File: config.mk
export PLATFORM = sky130hd
export DESIGN_NAME = lats_ctrl
export DESIGN_NICKNAME = d
export VERILOG_FILES = /design/src/lats_pkg.sv /design/src/lats_ctrl.sv
export SDC_FILE = /design/constraint.sdc
export NUM_CORES = 1
export LEC_CHECK = 0
export BUFFER_PORTS_ARGS = -buffer_cell sky130_fd_sc_hd__buf_2
export CAP_MARGIN = 20
export CORE_ASPECT_RATIO = 0.75
export CORE_MARGIN = 2
export CORE_UTILIZATION = 34
export DETAILED_ROUTE_END_ITERATION = 16
export GPL_TIMING_DRIVEN = 0
export PLACE_DENSITY_LB_ADDON = 0.08
export SKIP_CTS_REPAIR_TIMING = 1
export SLEW_MARGIN = 0
export SYNTH_ARGS = -nofsm -noshare
export SYNTH_HDL_FRONTEND = slang
export SYNTH_SLANG_ARGS = --single-unit
File: constraint.sdc
create_clock -name clk -period 3.6 [get_ports clk]
set_clock_uncertainty 0.15 [all_clocks]
set_input_delay 0 -clock clk [delete_from_list [all_inputs] [get_ports clk]]
set_output_delay 0 -clock clk [all_outputs]
set_load 0.01 [all_outputs]
File: src/lats_pkg.sv
`timescale 1ns / 1ps
`default_nettype none
// ============================================================================
// lats_pkg: shared types and constants of the torus life stepper
// Holds opcodes, configuration register indexes, controller states, the
// datapath command beat and the neighbor-count rule constants.
// ============================================================================
package lats_pkg;

  // Default grid geometry.
  localparam int MAX_COLS_DEF = 64;
  localparam int MAX_ROWS_DEF = 64;

  // Configuration port.
  localparam int CFG_W       = 7;
  localparam int CFG_INDEX_W = 1;
  localparam logic [CFG_INDEX_W-1:0] CFG_COLS = 1'd0;
  localparam logic [CFG_INDEX_W-1:0] CFG_ROWS = 1'd1;
  localparam logic [CFG_W-1:0]       SIZE_RESET = 7'd10;

  // Input field widths.
  localparam int OPCODE_W = 2;
  localparam int COORD_W  = 6;

  // Opcodes.
  localparam logic [OPCODE_W-1:0] OP_TOGGLE  = 2'd0;
  localparam logic [OPCODE_W-1:0] OP_READ    = 2'd1;
  localparam logic [OPCODE_W-1:0] OP_ADVANCE = 2'd2;

  // Neighbor counts of the life rule.
  localparam logic [3:0] NEIGH_TWO   = 4'd2;
  localparam logic [3:0] NEIGH_THREE = 4'd3;

  // Controller states.
  typedef enum logic [1:0] {
    ST_IDLE,
    ST_ADV,
    ST_FINAL,
    ST_WAIT
  } state_t;

  // Action the datapath takes on the row that returns from memory.
  typedef enum logic [3:0] {
    TAG_NONE,
    TAG_LOAD_UP,
    TAG_LOAD_MID,
    TAG_STEP,
    TAG_FINAL,
    TAG_TOGGLE,
    TAG_READ,
    TAG_BAD,
    TAG_NULL
  } tag_t;

  // Command from controller to datapath.
  typedef struct packed {
    logic rd_en;
    tag_t tag;
  } cmd_t;

endpackage : lats_pkg
`default_nettype wire

File: src/lats_ctrl.sv
`timescale 1ns / 1ps
`default_nettype none
// ============================================================================
// lats_ctrl: controller of the torus life stepper
// Holds the size registers, decodes each beat, and sequences the row
// sweep of a generation step as memory reads tagged for the datapath.
// ============================================================================
module lats_ctrl #(
  parameter int MAX_COLS = lats_pkg::MAX_COLS_DEF,
  parameter int MAX_ROWS = lats_pkg::MAX_ROWS_DEF
) (
  input  wire logic                                          clk,
  input  wire logic                                          rst_n,
  input  wire logic                                          start,
  output logic                                               busy,
  input  wire logic [lats_pkg::OPCODE_W-1:0]                 in_opcode,
  input  wire logic [lats_pkg::COORD_W-1:0]                  in_col,
  input  wire logic [lats_pkg::COORD_W-1:0]                  in_row,
  input  wire logic                                          cfg_we,
  input  wire logic [lats_pkg::CFG_INDEX_W-1:0]              cfg_index,
  input  wire logic [lats_pkg::CFG_W-1:0]                    cfg_wdata,
  output lats_pkg::cmd_t                                     cmd,
  output logic [((MAX_ROWS > 1) ? $clog2(MAX_ROWS) : 1)-1:0] rd_addr,
  output logic [((MAX_ROWS > 1) ? $clog2(MAX_ROWS) : 1)-1:0] wr_row,
  output logic [((MAX_COLS > 1) ? $clog2(MAX_COLS) : 1)-1:0] col_idx,
  output logic [$clog2(MAX_COLS + 1)-1:0]                    nc
);

  import lats_pkg::*;

  localparam int RIW = (MAX_ROWS > 1) ? $clog2(MAX_ROWS) : 1;
  localparam int CIW = (MAX_COLS > 1) ? $clog2(MAX_COLS) : 1;
  localparam int NCW = $clog2(MAX_COLS + 1);
  localparam int NRW = $clog2(MAX_ROWS + 1);

  logic [CFG_W-1:0] cols_r, cols_nxt;
  logic [CFG_W-1:0] rows_r, rows_nxt;
  state_t           state_r, state_nxt;
  logic [NRW-1:0]   k_r, k_nxt;
  logic [NRW-1:0]   nr;
  logic [RIW-1:0]   nr_m1;
  logic             coord_bad;

  // Size registers; the user writes them only while idle, the block itself does not enforce it.
  always_comb begin
    cols_nxt = cols_r;
    rows_nxt = rows_r;
    if (cfg_we) begin
      case (cfg_index)
        CFG_COLS: cols_nxt = cfg_wdata;
        CFG_ROWS: rows_nxt = cfg_wdata;
        default: begin
          cols_nxt = cols_r;
          rows_nxt = rows_r;
        end
      endcase
    end
  end

  // Clamp the sizes in use: zero acts as one, anything too big as the maximum.
  always_comb begin
    if (cols_r == '0) begin
      nc = NCW'(1);
    end else if (32'(cols_r) > MAX_COLS) begin
      nc = NCW'(MAX_COLS);
    end else begin
      nc = NCW'(cols_r);
    end
    if (rows_r == '0) begin
      nr = NRW'(1);
    end else if (32'(rows_r) > MAX_ROWS) begin
      nr = NRW'(MAX_ROWS);
    end else begin
      nr = NRW'(rows_r);
    end
  end

  assign nr_m1     = RIW'(nr - NRW'(1));
  assign coord_bad = (32'(in_col) >= 32'(nc)) || (32'(in_row) >= 32'(nr));
  assign busy      = (state_r != ST_IDLE);

  // State register and sweep counter.
  always_ff @(posedge clk) begin
    if (!rst_n) begin
      state_r <= ST_IDLE;
      k_r     <= '0;
      cols_r  <= SIZE_RESET;
      rows_r  <= SIZE_RESET;
    end else begin
      state_r <= state_nxt;
      k_r     <= k_nxt;
      cols_r  <= cols_nxt;
      rows_r  <= rows_nxt;
    end
  end

  // Next state and commands. A generation step reads the last row first,
  // then rows zero up to the last again; each read carries the action the
  // datapath applies when its data returns.
  always_comb begin
    state_nxt   = state_r;
    k_nxt       = k_r;
    cmd.rd_en   = 1'b0;
    cmd.tag     = TAG_NONE;
    rd_addr     = '0;
    wr_row      = '0;
    col_idx     = CIW'(in_col);
    case (state_r)
      ST_IDLE: begin
        if (start) begin
          case (in_opcode)
            OP_TOGGLE, OP_READ: begin
              if (coord_bad) begin
                cmd.tag = TAG_BAD;
              end else begin
                cmd.rd_en = 1'b1;
                cmd.tag   = (in_opcode == OP_TOGGLE) ? TAG_TOGGLE : TAG_READ;
                rd_addr   = RIW'(in_row);
                wr_row    = RIW'(in_row);
              end
              state_nxt = ST_WAIT;
            end
            OP_ADVANCE: begin
              k_nxt     = '0;
              state_nxt = ST_ADV;
            end
            default: begin
              cmd.tag   = TAG_NULL;
              state_nxt = ST_WAIT;
            end
          endcase
        end
      end
      ST_ADV: begin
        cmd.rd_en = 1'b1;
        if (k_r == NRW'(0)) begin
          rd_addr = nr_m1;
          cmd.tag = TAG_LOAD_UP;
        end else if (k_r == NRW'(1)) begin
          rd_addr = RIW'(k_r - NRW'(1));
          cmd.tag = TAG_LOAD_MID;
        end else begin
          rd_addr = RIW'(k_r - NRW'(1));
          wr_row  = RIW'(k_r - NRW'(2));
          cmd.tag = TAG_STEP;
        end
        if (k_r == nr) begin
          state_nxt = ST_FINAL;
        end
        k_nxt = k_r + NRW'(1);
      end
      ST_FINAL: begin
        cmd.tag   = TAG_FINAL;
        wr_row    = nr_m1;
        state_nxt = ST_WAIT;
      end
      ST_WAIT: begin
        state_nxt = ST_IDLE;
      end
      default: begin
        state_nxt = ST_IDLE;
      end
    endcase
  end

`ifndef SYNTHESIS
  // An accepted beat always keeps the block busy in the next cycle.
  a_accept_busy: assert property (@(posedge clk) disable iff (!rst_n)
    (start && !busy) |=> busy)
    else $error("lats_ctrl: block not busy after accepting a beat");

  // The sweep counter never runs past the last read of a generation step.
  a_sweep_bound: assert property (@(posedge clk) disable iff (!rst_n)
    (state_r == ST_ADV) |-> (k_r <= nr))
    else $error("lats_ctrl: sweep counter past the rows in use");
`endif

endmodule : lats_ctrl
`default_nettype wire

# ---- Word-level counts from Yosys, hierarchy flattened
# Index checks and enable logic that the tools add are counted.
dict set report classes {
  add_sub_neg 4
  n_lt_le_gt_ge 4
  muxes 29
  n_bitwise 1
  n_eq_ne 10
  reduce_logical 13
}
# op count
set op_table {}
lappend op_table {{$mux 7} 6}
lappend op_table {{$mux 6} 6}
lappend op_table {{$logic_not 7->1} 3}
lappend op_table {{$pmux 6 s3} 1}
lappend op_table {{$ge 6x7->1} 2}
lappend op_table {{$gt 7x7->1 const B} 2}
lappend op_table {{$pmux 7 s2} 1}
lappend op_table {{$mux 2} 6}
lappend op_table {{$pmux 4 s3} 1}
lappend op_table {{$pmux 6 s2} 1}
lappend op_table {{$sub 6x1->6 const B} 2}
lappend op_table {{$pmux 2 s4} 1}
lappend op_table {{$pmux 4 s2} 1}
lappend op_table {{$add 7x1->7 const B} 1}
lappend op_table {{$eq 7x1->1 const B} 1}
lappend op_table {{$eq 7x7->1} 1}
lappend op_table {{$eq 2x2->1 const B} 3}
lappend op_table {{$reduce_and 2->1} 3}
lappend op_table {{$sub 6x2->6 const B} 1}
lappend op_table {{$mux 5} 1}
lappend op_table {{$eq 2x1->1 const B} 2}
lappend op_table {{$logic_not 2->1} 2}
lappend op_table {{$ne 2x2->1 const B} 2}
lappend op_table {{$reduce_bool 2->1} 2}
lappend op_table {{7 further kinds} 9}
dict set report word_totals {
  output_inout_bits 31
  elab_cells 65
  reg_bits 23
  input_bits 26
}

# ---- Logic depth before layout (Yosys ltp)
dict set report logic_depth {
  ltp_word 9
  mapped_depth 10
  ltp_nobuf 10
}

# ---- Least setup slack after synthesis
# No wires, ideal clock.
dict set report synth_path {
  path_type {register to output}
  from {register rows_r[1]}
  to {output wr_row[0] (netlist bit)}
  stages_incl_launch_ff 11
  n_path_buf 0
  required_time_ps 3450
  slack_ps 891
  t_arrival_ps 2559
  cell_sequence {dfxtp_1 -> or4_4 -> o21bai_2 -> nor2b_1 -> ha_1 -> nand2b_1 -> a21oi_1 -> o211ai_1 -> a22oi_1 -> nand3_1 -> a21oi_1}
}
dict set report synth_between {
  elab_chain_cells 9
  word_cells_on_any_way 11
  cone_classes {add/sub: 1; order compare: 2; mux: 6; reduce/logical: 2}
}
# element line
set synth_lines {}
lappend synth_lines {{start: declaration} lats_ctrl.sv:37} ;# logic [CFG_W-1:0] rows_r, rows_nxt;
lappend synth_lines {{start signal: assignment} lats_ctrl.sv:93} ;# rows_r <= rows_nxt;
lappend synth_lines {{$gt 7x7->1} lats_ctrl.sv:71} ;# end else if (32'(rows_r) > MAX_ROWS) begin
lappend synth_lines {{$mux 7} lats_ctrl.sv:71}
lappend synth_lines {{$mux 7 *} lats_ctrl.sv:69} ;# if (rows_r == '0) begin
lappend synth_lines {{$ge 6x7->1} lats_ctrl.sv:79} ;# assign coord_bad = (32'(in_col) >= 32'(nc)) || (32'(in_row) >= 32'(nr));
lappend synth_lines {{$logic_or 1x1->1} lats_ctrl.sv:79}
lappend synth_lines {{$mux 6} lats_ctrl.sv:113} ;# if (coord_bad) begin
lappend synth_lines {{$mux 6} lats_ctrl.sv:111} ;# case (in_opcode)
lappend synth_lines {{$mux 6} lats_ctrl.sv:110} ;# if (start) begin
lappend synth_lines {{$pmux 6 s3 *} lats_ctrl.sv:108} ;# case (state_r)
lappend synth_lines {{end: declaration} lats_ctrl.sv:24} ;# output logic [((MAX_ROWS > 1) ? $clog2(MAX_ROWS) : 1)-1:0] wr_row,
# Every way passes the cells marked *; elsewhere a longest branch is shown, timed or not.

# ---- Worst setup path after layout
dict set report layout_path {
  from {register rows_r[1]}
  to {output wr_row[5] (netlist bit)}
}
# The elaborated chain is that of the path after synthesis.

==> results.cfg <==
[worst_hold_path]
min_path_cells = 3
hold_path_class = input port to register

[global_route]
grtUsageTotal_pct = 17.1
grt_max_degree = 15
first_global_vias = 1822
antenna_found_initial = 0
grt_pass1_wl_um = 9310
grt_overflow = 0

[synth]
ys_types = 44
synth-seq-cells = 23
yosys_warnings = 0
async_flop_share_pct = 0
synth_area_per_cell_um2 = 7.29
ys.flop_type = dfxtp_1
syn_nets = 340
synthCells = 291
syn_area_um2 = 2120
seq_area_frac_synth_pct = 21.7
synth-edff-count = 0

[detailed_routing]
firstDrtPassIters = 4
via_per_inst = 4.90
remaining_drc_errors = 0
post_drt_wl_per_cell_um = 13.4
initialDrtViolationCount = 129
totalWireLength_um = 5870
num_vias = 2150
antenna_left = 0

[pwr]
p_per_area_nw_per_um2 = 425
p_leak_nw = 1.30
ir_drop_mv = 0.306
power.total_mw = 1.13

[floorplanning]
io_pins = 57
coreArea_um2 = 5920
die_w_um = 95.2
rows = 24
die_area_um2 = 6890
die-height_um = 72.4
start_util_pct = 35.9

[timing]
whs_ps = -22.7
rsz0062_at_grt = false
setup_tns_ps = 0
slew_viol_final = 0
hold_viol = 7
slew_headroom_pct = 57.2
fin_crit_sh_pct = 90.4
worstMarginPinSlew_ps = 640
setup_violations = 0
period_minus_slack_ps = 3250
fmax_mhz = 307

[clock_network]
numCtsBuffers = 3
tritoncts = done
htree_levels = 1
cts_root_buffer = clkbuf_8
cts.path.max_buffers = 2
path_clk_slew_ps = 90
clkSinkCount = 23
insertion_delay_ps = 270

[flow_run]
cap_viol_max_count = 0

[placed_design]
portBuffers = 53
place_hpwl_um = 4730
placedInstanceArea_um2 = 2480
gp_congestion = 0.819
post-place-cells = 422

[layout]
antenna_cells = 0
final_cells = 439
final_cell_mix = 54 x buf_2, 42 x nand2_1, 28 x a21oi_1
drive_gt1_share_pct = 22.2
layout_commonest_cell = buf_2
n_fill_cell = 645
nets = 411
syn2layout_area_growth_pct = 25.4
design_area_um2 = 2660

[critical_path]
timing.critical_path.to_type = primary output
cp.required_ps = 3450
cp.arrival_ps = 3100
worstSetupPathType = register to primary output
start_kind = register
worstRegToRegCells = 9
worstPathMaxFanout = 9

[status]
violations = hold timing
outcome = finished with violations
-- power breakdown --
part	switching [mW]	leakage, nW	internal [mW]	total [mW]
Sequential	0.0388	0.188	0.279	0.318
Combinational	0.375	1.09	0.269	0.644
Clock	0.0912	0.0217	0.0785	0.170
Total	0.505	1.30	0.627	1.13
-- logic make-up after synthesis --
kind of cell    count (synthesis)  synth area share (%)
simple gates                  118                  26.4
compound gates                 67                  21.2
buf+inv                        42                  9.38
fa+ha+maj                      23                  13.6
flops                          23                  21.7
xor+xnor                       14                  5.78
mux                             4                  1.95
-- metal layers --
metal | global-route usage [%] | up-vias | routed length (um)
met3 | 1.56 | 4 | 356
met2 | 23.0 | 55 | 2210
met1 | 28.5 | 959 | 3260
met5 | 0 | - | 0
li1 | - | 1132 | -
met4 | 3.86 | 0 | 46
-- sequential cells by signal, indices dropped and copies added, names as in the netlist --
register	cells
state_r	2
rows_r	7
k_r	7
cols_r	7
-- critical path: stages, from the launching register on --
cell	delay, ps
dfxtp_1	360
or4_4	550
o21bai_2	190
nor2b_1	220
ha_1	250
nand2b_1	140
a21oi_1	160
o211ai_1	110
a22oi_2	160
buf_4	190
nand3_1	100
a21oi_1	230
buf_2	170
-- Yosys cell counts (2+ instances only) --
cell / instances / area [um2]
dfxtp_1: 23 / 460
o211ai_1: 6 / 45.0
or2_2: 3 / 18.8
o21ai_0: 8 / 40.0
a21o_1: 4 / 30.0
inv_1: 25 / 93.8
xor2_1: 6 / 52.6
or2b_1: 3 / 22.5
nand2_1: 42 / 158
xnor2_1: 8 / 70.1
mux2i_1: 3 / 30.0
nand3_1: 22 / 110
o22ai_1: 2 / 12.5
nor3_1: 5 / 25.0
clkbuf_1: 8 / 30.0
nor2_1: 20 / 75.1
buf_4: 6 / 45.0
a221oi_2: 2 / 30.0
or3_1: 2 / 12.5
nand2b_1: 13 / 81.3
a22oi_1: 5 / 37.5
a21oi_1: 28 / 140
ha_1: 23 / 288
nor2b_1: 3 / 18.8
a211o_1: 2 / 17.5
-- layout make-up --
class / instances / area, um2 / area share, %
flip-flops and latches: 23 / 460 / 17.3
plain buffers: 17 / 105 / 3.95
multi-input cells: 226 / 1470 / 55.1
well taps: 78 / 97.6 / 3.67
inverters: 25 / 93.8 / 3.53
repair buffers: 66 / 388 / 14.6
clock inverters: 1 / 7.51 / 0.282
clock buffers: 3 / 41.3 / 1.55
-- per-stage QoR --
stage / util [%] / setup WS (ps)
6_report: 45.0 / 345
5_1_grt: 45.0 / 161
4_1_cts: 42.8 / 0.707
3_5_place_dp: 42.0 / 324
3_3_place_gp: 42.0 / 312
2_1_floorplan: - / 891
-- final timing paths --
| check | start | slack (ps) | to |
|---|---|---|---|
| worst max register to register | state_r[1] | 1190 | k_r[6] |
| worst min register to register | cols_r[0] | 330 | cols_r[0] |
| worst max-delay path | rows_r[1] | 350 | wr_row[5] |
| worst min-delay path | cfg_index | -20 | rows_r[4] |
(Power assumes the default switching activity.)
