<file path="src/lats_pkg.sv">
`timescale 1ns / 1ps
`default_nettype none
// ============================================================================
// lats_pkg: shared types and constants of the torus life stepper
// Holds opcodes, configuration register indexes, controller states, the
// datapath command beat and the neighbor-count rule constants.
// ============================================================================
package lats_pkg;

  // Default grid geometry.
  localparam int MAX_COLS_DEF = 64;
  localparam int MAX_ROWS_DEF = 64;

  // Configuration port.
  localparam int CFG_W       = 7;
  localparam int CFG_INDEX_W = 1;
  localparam logic [CFG_INDEX_W-1:0] CFG_COLS = 1'd0;
  localparam logic [CFG_INDEX_W-1:0] CFG_ROWS = 1'd1;
  localparam logic [CFG_W-1:0]       SIZE_RESET = 7'd10;

  // Input field widths.
  localparam int OPCODE_W = 2;
  localparam int COORD_W  = 6;

  // Opcodes.
  localparam logic [OPCODE_W-1:0] OP_TOGGLE  = 2'd0;
  localparam logic [OPCODE_W-1:0] OP_READ    = 2'd1;
  localparam logic [OPCODE_W-1:0] OP_ADVANCE = 2'd2;

  // Neighbor counts of the life rule.
  localparam logic [3:0] NEIGH_TWO   = 4'd2;
  localparam logic [3:0] NEIGH_THREE = 4'd3;

  // Controller states.
  typedef enum logic [1:0] {
    ST_IDLE,
    ST_ADV,
    ST_FINAL,
    ST_WAIT
  } state_t;

  // Action the datapath takes on the row that returns from memory.
  typedef enum logic [3:0] {
    TAG_NONE,
    TAG_LOAD_UP,
    TAG_LOAD_MID,
    TAG_STEP,
    TAG_FINAL,
    TAG_TOGGLE,
    TAG_READ,
    TAG_BAD,
    TAG_NULL
  } tag_t;

  // Command from controller to datapath.
  typedef struct packed {
    logic rd_en;
    tag_t tag;
  } cmd_t;

endpackage : lats_pkg
`default_nettype wire

</file>
<file path="src/lats_ram.sv">
`timescale 1ns / 1ps
`default_nettype none
// ============================================================================
// lats_ram: generic simple dual-port RAM
// One write port and one read port, read data registered.
// ============================================================================
module lats_ram #(
  parameter int WIDTH = 64,
  parameter int DEPTH = 64
) (
  input  wire logic                                   clk,
  input  wire logic                                   we,
  input  wire logic [((DEPTH > 1) ? $clog2(DEPTH) : 1)-1:0] waddr,
  input  wire logic [WIDTH-1:0]                       wdata,
  input  wire logic                                   re,
  input  wire logic [((DEPTH > 1) ? $clog2(DEPTH) : 1)-1:0] raddr,
  output logic      [WIDTH-1:0]                       rdata
);

  logic [WIDTH-1:0] mem [DEPTH];

  // Write port and registered read port.
  always_ff @(posedge clk) begin
    if (we) begin
      mem[waddr] <= wdata;
    end
    if (re) begin
      rdata <= mem[raddr];
    end
  end

endmodule : lats_ram
`default_nettype wire

</file>
<file path="src/lats_dpath.sv">
`timescale 1ns / 1ps
`default_nettype none
// ============================================================================
// lats_dpath: datapath of the torus life stepper
// Grid memory with per-row valid bits, a three-row window, one lane of
// neighbor counting per column, and the registered result beat.
// ============================================================================
module lats_dpath #(
  parameter int MAX_COLS = lats_pkg::MAX_COLS_DEF,
  parameter int MAX_ROWS = lats_pkg::MAX_ROWS_DEF
) (
  input  wire logic                                          clk,
  input  wire logic                                          rst_n,
  input  wire lats_pkg::cmd_t                                cmd,
  input  wire logic [((MAX_ROWS > 1) ? $clog2(MAX_ROWS) : 1)-1:0] rd_addr,
  input  wire logic [((MAX_ROWS > 1) ? $clog2(MAX_ROWS) : 1)-1:0] wr_row,
  input  wire logic [((MAX_COLS > 1) ? $clog2(MAX_COLS) : 1)-1:0] col_idx,
  input  wire logic [$clog2(MAX_COLS + 1)-1:0]               nc,
  output logic                                               out_strobe,
  output logic                                               out_cell_value,
  output logic                                               out_bad_coord
);

  import lats_pkg::*;

  localparam int RIW = (MAX_ROWS > 1) ? $clog2(MAX_ROWS) : 1;
  localparam int CIW = (MAX_COLS > 1) ? $clog2(MAX_COLS) : 1;
  localparam int NCW = $clog2(MAX_COLS + 1);

  tag_t                tag_r;
  logic [RIW-1:0]      wr_row_r;
  logic [CIW-1:0]      col_r;
  logic                rvalid_r;
  logic [MAX_ROWS-1:0] row_valid_r, row_valid_nxt;
  logic [MAX_COLS-1:0] up_r, up_nxt;
  logic [MAX_COLS-1:0] mid_r, mid_nxt;
  logic [MAX_COLS-1:0] top_r, top_nxt;
  logic                out_strobe_r, out_strobe_nxt;
  logic                out_cell_r, out_cell_nxt;
  logic                out_bad_r, out_bad_nxt;

  logic [MAX_COLS-1:0] ram_rdata;
  logic [MAX_COLS-1:0] row_d;
  logic [MAX_COLS-1:0] down_row;
  logic [MAX_COLS-1:0] next_row;
  logic [MAX_COLS-1:0] ram_wdata;
  logic                ram_we;
  logic [CIW-1:0]      nc_m1;
  logic                up_hi, mid_hi, down_hi;

  // Grid memory, one row of cells per entry.
  lats_ram #(
    .WIDTH(MAX_COLS),
    .DEPTH(MAX_ROWS)
  ) u_grid (
    .clk  (clk),
    .we   (ram_we),
    .waddr(wr_row_r),
    .wdata(ram_wdata),
    .re   (cmd.rd_en),
    .raddr(rd_addr),
    .rdata(ram_rdata)
  );

  // A row never written since reset reads as all dead.
  assign row_d = rvalid_r ? ram_rdata : '0;

  // Action tag, rows and column travel with the read to the data beat.
  always_ff @(posedge clk) begin
    if (!rst_n) begin
      tag_r        <= TAG_NONE;
      row_valid_r  <= '0;
      out_strobe_r <= 1'b0;
    end else begin
      tag_r        <= cmd.tag;
      row_valid_r  <= row_valid_nxt;
      out_strobe_r <= out_strobe_nxt;
    end
  end

  always_ff @(posedge clk) begin
    wr_row_r   <= wr_row;
    col_r      <= col_idx;
    rvalid_r   <= row_valid_r[rd_addr];
    up_r       <= up_nxt;
    mid_r      <= mid_nxt;
    top_r      <= top_nxt;
    out_cell_r <= out_cell_nxt;
    out_bad_r  <= out_bad_nxt;
  end

  // Wrap bits at the right edge of the columns in use.
  assign nc_m1    = CIW'(nc - NCW'(1));
  assign down_row = (tag_r == TAG_FINAL) ? top_r : row_d;
  assign up_hi    = up_r[nc_m1];
  assign mid_hi   = mid_r[nc_m1];
  assign down_hi  = down_row[nc_m1];

  // One lane per column: count the eight neighbors and apply the rule.
  // Columns outside the window keep their cells.
  for (genvar c = 0; c < MAX_COLS; c++) begin : g_lane
    logic       ul, ur, ml, mr, dl, dr;
    logic       at_hi;
    logic [3:0] cnt;
    logic       nv;

    assign at_hi = (CIW'(c) == nc_m1);

    if (c == 0) begin : g_left_wrap
      assign ul = up_hi;
      assign ml = mid_hi;
      assign dl = down_hi;
    end else begin : g_left
      assign ul = up_r[c-1];
      assign ml = mid_r[c-1];
      assign dl = down_row[c-1];
    end

    if (c == MAX_COLS - 1) begin : g_right_wrap
      assign ur = up_r[0];
      assign mr = mid_r[0];
      assign dr = down_row[0];
    end else begin : g_right
      assign ur = at_hi ? up_r[0]     : up_r[c+1];
      assign mr = at_hi ? mid_r[0]    : mid_r[c+1];
      assign dr = at_hi ? down_row[0] : down_row[c+1];
    end

    assign cnt = 4'(ul) + 4'(up_r[c]) + 4'(ur) + 4'(ml) + 4'(mr)
               + 4'(dl) + 4'(down_row[c]) + 4'(dr);
    assign nv  = mid_r[c] ? ((cnt == NEIGH_TWO) || (cnt == NEIGH_THREE))
                          : (cnt == NEIGH_THREE);
    assign next_row[c] = (NCW'(c) < nc) ? nv : mid_r[c];
  end

  // Act on the returning row.
  always_comb begin
    up_nxt         = up_r;
    mid_nxt        = mid_r;
    top_nxt        = top_r;
    ram_we         = 1'b0;
    ram_wdata      = next_row;
    row_valid_nxt  = row_valid_r;
    out_strobe_nxt = 1'b0;
    out_cell_nxt   = 1'b0;
    out_bad_nxt    = 1'b0;
    case (tag_r)
      TAG_LOAD_UP: begin
        up_nxt = row_d;
      end
      TAG_LOAD_MID: begin
        mid_nxt = row_d;
        top_nxt = row_d;
      end
      TAG_STEP: begin
        ram_we  = 1'b1;
        up_nxt  = mid_r;
        mid_nxt = row_d;
      end
      TAG_FINAL: begin
        ram_we         = 1'b1;
        out_strobe_nxt = 1'b1;
      end
      TAG_TOGGLE: begin
        ram_we         = 1'b1;
        ram_wdata      = row_d ^ (MAX_COLS'(1) << col_r);
        out_strobe_nxt = 1'b1;
        out_cell_nxt   = ~row_d[col_r];
      end
      TAG_READ: begin
        out_strobe_nxt = 1'b1;
        out_cell_nxt   = row_d[col_r];
      end
      TAG_BAD: begin
        out_strobe_nxt = 1'b1;
        out_bad_nxt    = 1'b1;
      end
      TAG_NULL: begin
        out_strobe_nxt = 1'b1;
      end
      default: begin
        ram_we = 1'b0;
      end
    endcase
    if (ram_we) begin
      row_valid_nxt[wr_row_r] = 1'b1;
    end
  end

  assign out_strobe     = out_strobe_r;
  assign out_cell_value = out_cell_r;
  assign out_bad_coord  = out_bad_r;

`ifndef SYNTHESIS
  // A row is never read in the cycle that it is written back.
  a_no_rw_clash: assert property (@(posedge clk) disable iff (!rst_n)
    (cmd.rd_en && ram_we) |-> (rd_addr != wr_row_r))
    else $error("lats_dpath: read and write of the same row in one cycle");

  // A flagged coordinate never reports a live cell.
  a_bad_dead: assert property (@(posedge clk) disable iff (!rst_n)
    out_bad_r |-> !out_cell_r)
    else $error("lats_dpath: bad coordinate beat carries a live cell");
`endif

endmodule : lats_dpath
`default_nettype wire

</file>
<file path="config.mk">
export PLATFORM = sky130hd
export DESIGN_NAME = lats_dpath
export DESIGN_NICKNAME = d
export VERILOG_FILES = /design/src/lats_pkg.sv /design/src/lats_ram.sv /design/src/lats_dpath.sv
export SDC_FILE = /design/constraint.sdc
export NUM_CORES = 2
export LEC_CHECK = 0
export BUFFER_PORTS_ARGS = -buffer_cell sky130_fd_sc_hd__buf_2
export CAP_MARGIN = 10
export CORE_MARGIN = 8
export CORE_UTILIZATION = 25
export DETAILED_ROUTE_END_ITERATION = 16
export PLACE_DENSITY = 0.43
export SETUP_SLACK_MARGIN = 0.15
export SLEW_MARGIN = 15
export SYNTH_ARGS = -nofsm -noshare
export SYNTH_HDL_FRONTEND = slang
export SYNTH_HIERARCHICAL = 1
export SYNTH_SLANG_ARGS = --single-unit
</file>
<file path="constraint.sdc">
create_clock -name clk -period 8 [get_ports clk]
set_input_delay 0.8 -clock clk [delete_from_list [all_inputs] [get_ports clk]]
set_output_delay 0.8 -clock clk [all_outputs]
set_load 0.02 [all_outputs]
</file>
# After elaboration in Yosys (flattened, before gate mapping)
# Memories as Yosys holds them, arrays and structs flattened. A register that Yosys moved wholly into a read port is not among the register bits.
# Index checks and enable logic that the tools add are counted.
# Widths: inputs -> output; s select.
dict set report classes {
  n_shift 1
  n_bitwise 3
  eq_ne 198
  order_cmp 69
  n_reduce_logical 70
  n_addsub 449
  mux 339
}
# operator count
set op_table {}
lappend op_table {{$add 4x1->4} 256}
lappend op_table {{$eq 4x2->1 const B} 130}
lappend op_table {{$mux 1} 328}
lappend op_table {{$add 3x1->4} 64}
lappend op_table {{$lt 6x7->1 const A} 32}
lappend op_table {{$add 2x1->3} 64}
lappend op_table {{$mux 64} 3}
lappend op_table {{$eq 6x6->1 const A} 31}
lappend op_table {{$add 1x1->2} 64}
lappend op_table {{$pmux 64 s2} 1}
lappend op_table {{$lt 5x7->1 const A} 16}
lappend op_table {{$eq 5x6->1 const A} 16}
lappend op_table {{$logic_or 1x1->1} 64}
lappend op_table {{$or 64x64->64} 1}
lappend op_table {{$shl 1x6->64 const A} 1}
lappend op_table {{$xor 64x64->64} 1}
lappend op_table {{$lt 4x7->1 const A} 8}
lappend op_table {{$eq 4x6->1 const A} 8}
lappend op_table {{$bmux 1 s6} 5}
lappend op_table {{$lt 3x7->1 const A} 4}
lappend op_table {{$lt 6x7->1 const B} 4}
lappend op_table {{$eq 3x6->1 const A} 4}
lappend op_table {{$eq 4x3->1 const B} 4}
lappend op_table {{$lt 1x7->1 const A} 2}
lappend op_table {{16 further kinds} 18}
dict set report word_totals {
  memories 1
  regBits 276
  input_bits 32
  mem_bits_rw 4096
}
# memory words width rd rd_ports_with_merged_regs wr line
set mem_list {}
lappend mem_list {u_grid.mem 64 64 1 1 1 lats_ram.sv:20} ;# logic [WIDTH-1:0] mem [DEPTH];

# Logic depth before layout (Yosys ltp)
dict set report depth {
  word_depth 15
  mapped_depth 24
}

# Cells and area by module
# Netlist, hierarchy kept.
# module instances cells_per_inst seq_area_each_um2 area_per_inst_um2
set modules_own_cells {}
lappend modules_own_cells {lats_ram 1 6812 124919.8 157528.6}
lappend modules_own_cells {lats_dpath 1 2770 7447.1 28468.6}

# Least setup slack after synthesis
# OpenSTA, ideal clock, no wires.
dict set report synth_timing {
  kind {input to register}
  startpoint {in nc[0]}
  endpoint {mem u_grid.mem[0][15], data pin}
  cell_stages 19
  t_required_ns 7.281
  path_buffers 3
  arrival_ns 7.577
  setup_time_ns 0.719
  setup_slack_ns -0.296
  path_cell_list {buf_2 > buf_2 > inv_1 > ha_1 > inv_2 > nor2_1 > xnor2_1 > nand2_1 > buf_2 > nor2_1 > mux2i_1 > fa_1 > fa_1 > inv_1 > ha_1 > fa_1 > o21ai_0 > a21oi_1 > o31ai_1}
}
dict set report synth_via {
  elab_chain_len 14
  word_cells_on_any_way 18
  classes_between {add/sub (7); order compare (1); eq/ne (3); mux (6); reduce/logical (1)}
}
# element line
set synth_rtl {}
lappend synth_rtl {{start, declared} lats_dpath.sv:18} ;# input wire logic [$clog2(MAX_COLS + 1)-1:0] nc,
lappend synth_rtl {{$sub 6x1->6} lats_dpath.sv:93} ;# assign nc_m1 = CIW'(nc - NCW'(1));
lappend synth_rtl {{$eq 4x6->1} lats_dpath.sv:107} ;# assign at_hi = (CIW'(c) == nc_m1);
lappend synth_rtl {{$mux 1} lats_dpath.sv:124} ;# assign ur = at_hi ? up_r[0] : up_r[c+1];
lappend synth_rtl {{$add 2x1->3} lats_dpath.sv:129} ;# assign cnt = 4'(ul) + 4'(up_r[c]) + 4'(ur) + 4'(ml) + 4'(mr)
lappend synth_rtl {{$add 3x1->4} lats_dpath.sv:129}
lappend synth_rtl {{$add 4x1->4} lats_dpath.sv:129}
lappend synth_rtl {{$add 4x1->4 (3 in series)} lats_dpath.sv:130} ;# + 4'(dl) + 4'(down_row[c]) + 4'(dr);
lappend synth_rtl {{$eq 4x2->1, on equally long branches} {lats_dpath.sv:131, lats_dpath.sv:132}}
lappend synth_rtl {{$logic_or 1x1->1} lats_dpath.sv:131} ;# assign nv = mid_r[c] ? ((cnt == NEIGH_TWO) || (cnt == NEIGH_THREE))
lappend synth_rtl {{$mux 1} lats_dpath.sv:131}
lappend synth_rtl {{$mux 1 (*)} lats_dpath.sv:133} ;# assign next_row[c] = (NCW'(c) < nc) ? nv : mid_r[c];
lappend synth_rtl {{$mux 64 (*)} lats_dpath.sv:147} ;# case (tag_r)
lappend synth_rtl {{via ram_wdata[15]} lats_dpath.sv:46} ;# logic [MAX_COLS-1:0] ram_wdata;
lappend synth_rtl {{end, declared} lats_ram.sv:20}
# The timed path passes the listed nets; every way through them passes the cells marked *.

# Worst setup path after layout
dict set report layout_timing {
  startpoint {reg rvalid_r}
  endpoint {mem u_grid.mem[3][12], data pin}
}
dict set report layout_via {
  elab_chain_len 10
  word_cells_on_any_way 13
  classes_between {add/sub (3); eq/ne (2); mux (6); bitwise (1); reduce/logical (1)}
}
# element line
set layout_rtl {}
lappend layout_rtl {{start, declared} lats_dpath.sv:33} ;# logic rvalid_r;
lappend layout_rtl {{start signal, assigned} lats_dpath.sv:84} ;# rvalid_r <= row_valid_r[rd_addr];
lappend layout_rtl {{$mux 64 (*)} lats_dpath.sv:66} ;# assign row_d = rvalid_r ? ram_rdata : '0;
lappend layout_rtl {{via row_d[11]} lats_dpath.sv:43} ;# logic [MAX_COLS-1:0] row_d;
lappend layout_rtl {{$mux 64 (*)} lats_dpath.sv:94} ;# assign down_row = (tag_r == TAG_FINAL) ? top_r : row_d;
lappend layout_rtl {{$add 4x1->4 (*) (3 in series)} lats_dpath.sv:130}
lappend layout_rtl {{$eq 4x2->1, on equally long branches} {lats_dpath.sv:131, lats_dpath.sv:132}}
lappend layout_rtl {{$logic_or 1x1->1} lats_dpath.sv:131}
lappend layout_rtl {{$mux 1 (*)} lats_dpath.sv:131}
lappend layout_rtl {{$mux 1 (*)} lats_dpath.sv:133}
lappend layout_rtl {{$mux 64 (*)} lats_dpath.sv:147}
lappend layout_rtl {{via ram_wdata[12]} lats_dpath.sv:46}
# Marked as above.

==> summary.md <==
| Metric | Value |
|---|---|
| RSZ-0062 raised after global routing | `false` |
| Final Skew | `0.1331 ns` |
| Final max-slew violation count | `0` |
| Hold slack | `0.1783 ns` |
| Root Driver | `clkbuf_16` |
| Worst setup path category | `flop to flop` |
| Post-CTS resize count | `0` |
| GR Layer Usage met1 | `23.35%` |
| CTS tree | `built` |
| Setup crit end kind | `flop` |
| DP Area | `200800 sq um` |
| TritonCTS Buffers | `483` |
| Area occupied by multi-input gates | `50910 sq um` |
| Synth top area share | `70.26%` |
| R2r startpoint | `rvalid_r$_DFF_P_` |
| ANT nets after route | `0` |
| Yosys reg bits | `4436` |
| Switching power | `12.94 mW` |
| Die ar. | `771800 sq um` |
| Die Y | `878.5 um` |
| EDFF count, synth | `4352` |
| # DRC | `0` |
| Pwr dens | `246.9 nW/um^2` |
| Max Clk Rate | `156.7 MHz` |
| Synth Cell Area | `186000 sq um` |
| Sw Ratio | `24.24%` |
| Least-Margin Pin Slew | `1.301 ns` |
| Area grow syn2layout | `16.29%` |
| Drt first pass iters | `6` |
| Initial Util | `25.02%` |
| Peak supply drop | `0.0002080 V` |
| Detailed placer's ending HPWL | `383.6 mm` |
| GR Overflow Total | `0` |
| R2r worst-path depth | `15` |
| CP Max Fanout | `39` |
| Critical Path RT | `8.76 ns` |
| LEAKAGE | `68.72 nW` |
| Post-synthesis sequential area ratio | `71.17%` |
| Status | `finished, final reports clean` |
| Avg Vias per Cell | `4.988` |
| Met2 global-route usage | `27.11%` |
| Share of flip-flops with an asynchronous set or reset | `0%` |
| Slowest stage cell, crit path | `dfxtp_2` |
| Setup crit start | `rvalid_r$_DFF_P_` |
| Most used cell along the critical path | `fa_1` |
| Clock power frac | `40.8%` |
| Critical Path End | `u_grid/mem[3][12]$_DFFE_PP_` |
| Final setup fails | `0` |
| Main synth FF type | `edfxtp_1` |
| Reg2reg end | `u_grid/mem[3][12]$_DFFE_PP_` |
| Hold_sp | `cmd[0]` |
| Logic pwr share | `8.8%` |
| First-pass GRT wire length | `899.3 mm` |
| R2r setup slk | `1.62 ns` |
| Non-Filler Cell Area, Final | `216300 sq um` |
| Cell accounting for the most synthesized area | `edfxtp_1` |
| DRT iter0 DRCs | `11032` |
| DR WL/cell | `32.74 um` |
| GRT busiest layer | `met2` |
| Layout Utilization | `29.10%` |
| Worst Path Buf+Inv | `4` |
| Internal | `40.45 mW` |
| Post-synth net total | `10067` |
| Worst Path Arrival | `7.14 ns` |
| Num Clock Sinks | `4436` |
| Worst Setup Start Kind | `flop` |
| Period utilization | `79.79%` |
| Worst Hold Path Cells | `2` |
| Delay-heaviest family, CP | `adder cells` |
| M3 GR Usage | `2.128%` |
| Final wirelength | `664.5 mm` |
| I/O pin count | `35` |
| Setup TNS | `0 ns` |
| CORE AREA | `743300 sq um` |
| HP Class | `primary input to flop` |
| Rows | `317` |
| Horiz. Die Dim | `878.5 um` |
| Overall routing resource usage | `16.64%` |
| Unique masters post-synth | `61` |
| Flop pwr share | `50.4%` |
| Commonest cells in the netlist | `edfxtp_1, mux4_2, nand2_1` |
| Most frequent cell after synthesis | `edfxtp_1` |
| Worst slack, placed | `1.026 ns` |
| Number of antenna violations at the first check in global routing | `45` |
| Critical Path Stages | `15` |
| Register area | `132400 sq um` |
| Reg clk slew, reported paths | `0.06 ns` |
| Vias in the first global route | `103192` |
| Fraction of layout cells with a size suffix above 1 | `23.24%` |
| Synthesized instance count | `9582` |
| Fill count | `72979` |
| Worst path cell trace | `buf_4 > nand2_1 > inv_1 > mux2i_1 > fa_1 > fa_1 > fa_1 > inv_1 > ha_1 > fa_1 > o21ai_0 > nand2_1 > a211oi_1 > a21o_2 > buf_4` |
| GPL Wtd Cong | `0.8895` |
| Clock period minus worst slack | `6.383 ns` |
| Clock buffer depth | `4` |
| Critical path's largest stage delay | `0.71 ns` |
| Clk_lat worst skew | `1.08 ns` |
| Hold Vio Cnt, Final | `0` |
| Total number of H-tree levels | `5` |
| Headroom to the max-slew limit | `13.29%` |
| Synthesized area per cell | `19.41 sq um` |
| Max Cap Viol | `0` |
| Synth warnings | `6` |
| Maximum number of pins on one net before global-route repair | `98` |
| Final Worst Setup Slack | `1.617 ns` |
| Nets | `10474` |
| Synth top area cells | `edfxtp_1, mux4_2, fa_1` |
| IO Port Bufs | `34` |
| DR vias | `101230` |
-- state kept, by name, indices dropped and copies added (netlist names) --
signal          count
u_grid/mem       4096
mid_r              64
row_valid_r        64
top_r              64
u_grid/rdata       64
up_r               64
col_r               6
wr_row_r            6
tag_r               4
out_bad_coord       1
out_cell_value      1
out_strobe          1
rvalid_r            1
-- worst register-to-register path: cells and delay by family, from the launching register on --
kind / cells / cell delay, ns
AO/OA/AOI/OAI: 3 / 1.18
AND/OR/NAND/NOR: 2 / 0.51
buffers and inverters: 4 / 1.31
flip-flops: 1 / 0.71
multiplexers: 1 / 0.23
adder cells (fa/ha/maj): 5 / 2.19
-- metal layers --
metal	wire, um	up-vias
li1	-	39630
met1	289500	56686
met2	312900	3972
met3	41680	936
met4	20340	6
met5	40	-
-- through the flow --
stage                     total power, mW  cells
after floorplan                     30.00   9582
after CTS                           53.91  20276
after global routing                55.04  20280
final                               53.40  20293
after global placement              31.95  19379
after detailed placement            32.13  19379
-- power by group through the flow --
stage	combinational, mW	clock [mW]	sequential (mW)
global placement	4.55	0	27.4
global route	5.08	23.0	26.9
detailed placement	4.72	0	27.4
CTS	4.74	22.2	26.9
finish	4.71	21.8	26.9
floorplan	2.59	0	27.4
-- cells in the final DEF, fill, tap and decap left out, drive strengths merged, types with 13 or more instances in the layout --
cell type and n:
edfxtp 4352, mux4 1108, clkbuf 604, buf 439, nand2 404, mux2i 354
inv 353, nand3 280, fa 256, clkinv 228, nor2 224, a21oi 204
ha 197, o21ai 160, a22oi 137, mux2 108, nor2b 98, dfxtp 84
o22ai 83, nand4 82, xnor2 66, or3 59, and2 57, a31oi 55
o21a 51, a21o 48, a211oi 38, bufinv 35, nand2b 30, o221ai 29
and3 27, o31ai 26, a21boi 22, or2 17, diode 15, nor3 13
-- kinds of logic (layout without fill, tap and decap cells) --
family	Yosys count	count (layout)	synth area share, %
flops	4436	4436	71.17
compound gates	873	873	2.975
xor+xnor	68	68	0.3202
buf+inv	873	1680	2.095
mux	1570	1570	15.98
fa+ha+maj	453	453	4.081
other cells	0	15	0
simple gates	1309	1309	3.388
-- worst min path at each step --
stage | slack (ns) | to
6_report | 0.18 | tag_r[0]$_SDFF_PN0_
5_1_grt | 0.17 | tag_r[0]$_SDFF_PN0_
4_1_cts | 0.14 | tag_r[1]$_SDFF_PN0_
3_5_place_dp | 0.48 | row_valid_r[44]$_SDFFE_PN0P_
3_3_place_gp | 0.46 | row_valid_r[43]$_SDFFE_PN0P_
2_1_floorplan | 0.45 | row_valid_r[10]$_SDFFE_PN0P_
-- timing repair --
action / 4_1_cts / 5_1_grt
endpoints found under the hold margin: 12 / 0
setup endpoints to repair: 0 / 0
buffers inserted: 0 / 0
hold buffers: 12 / 0
-- cell type report --
type	count	share of cell area (%)
Antenna cell	15	0.01735
Tap cell	9889	5.720
Inverter	344	0.5970
Clock inverter	281	1.215
Clock buffer	604	5.856
Timing Repair Buffer	451	1.861
Sequential cell	4436	61.20
Multi-Input combinational cell	4273	23.54
Note: power is estimated with default switching activity, not from simulation.
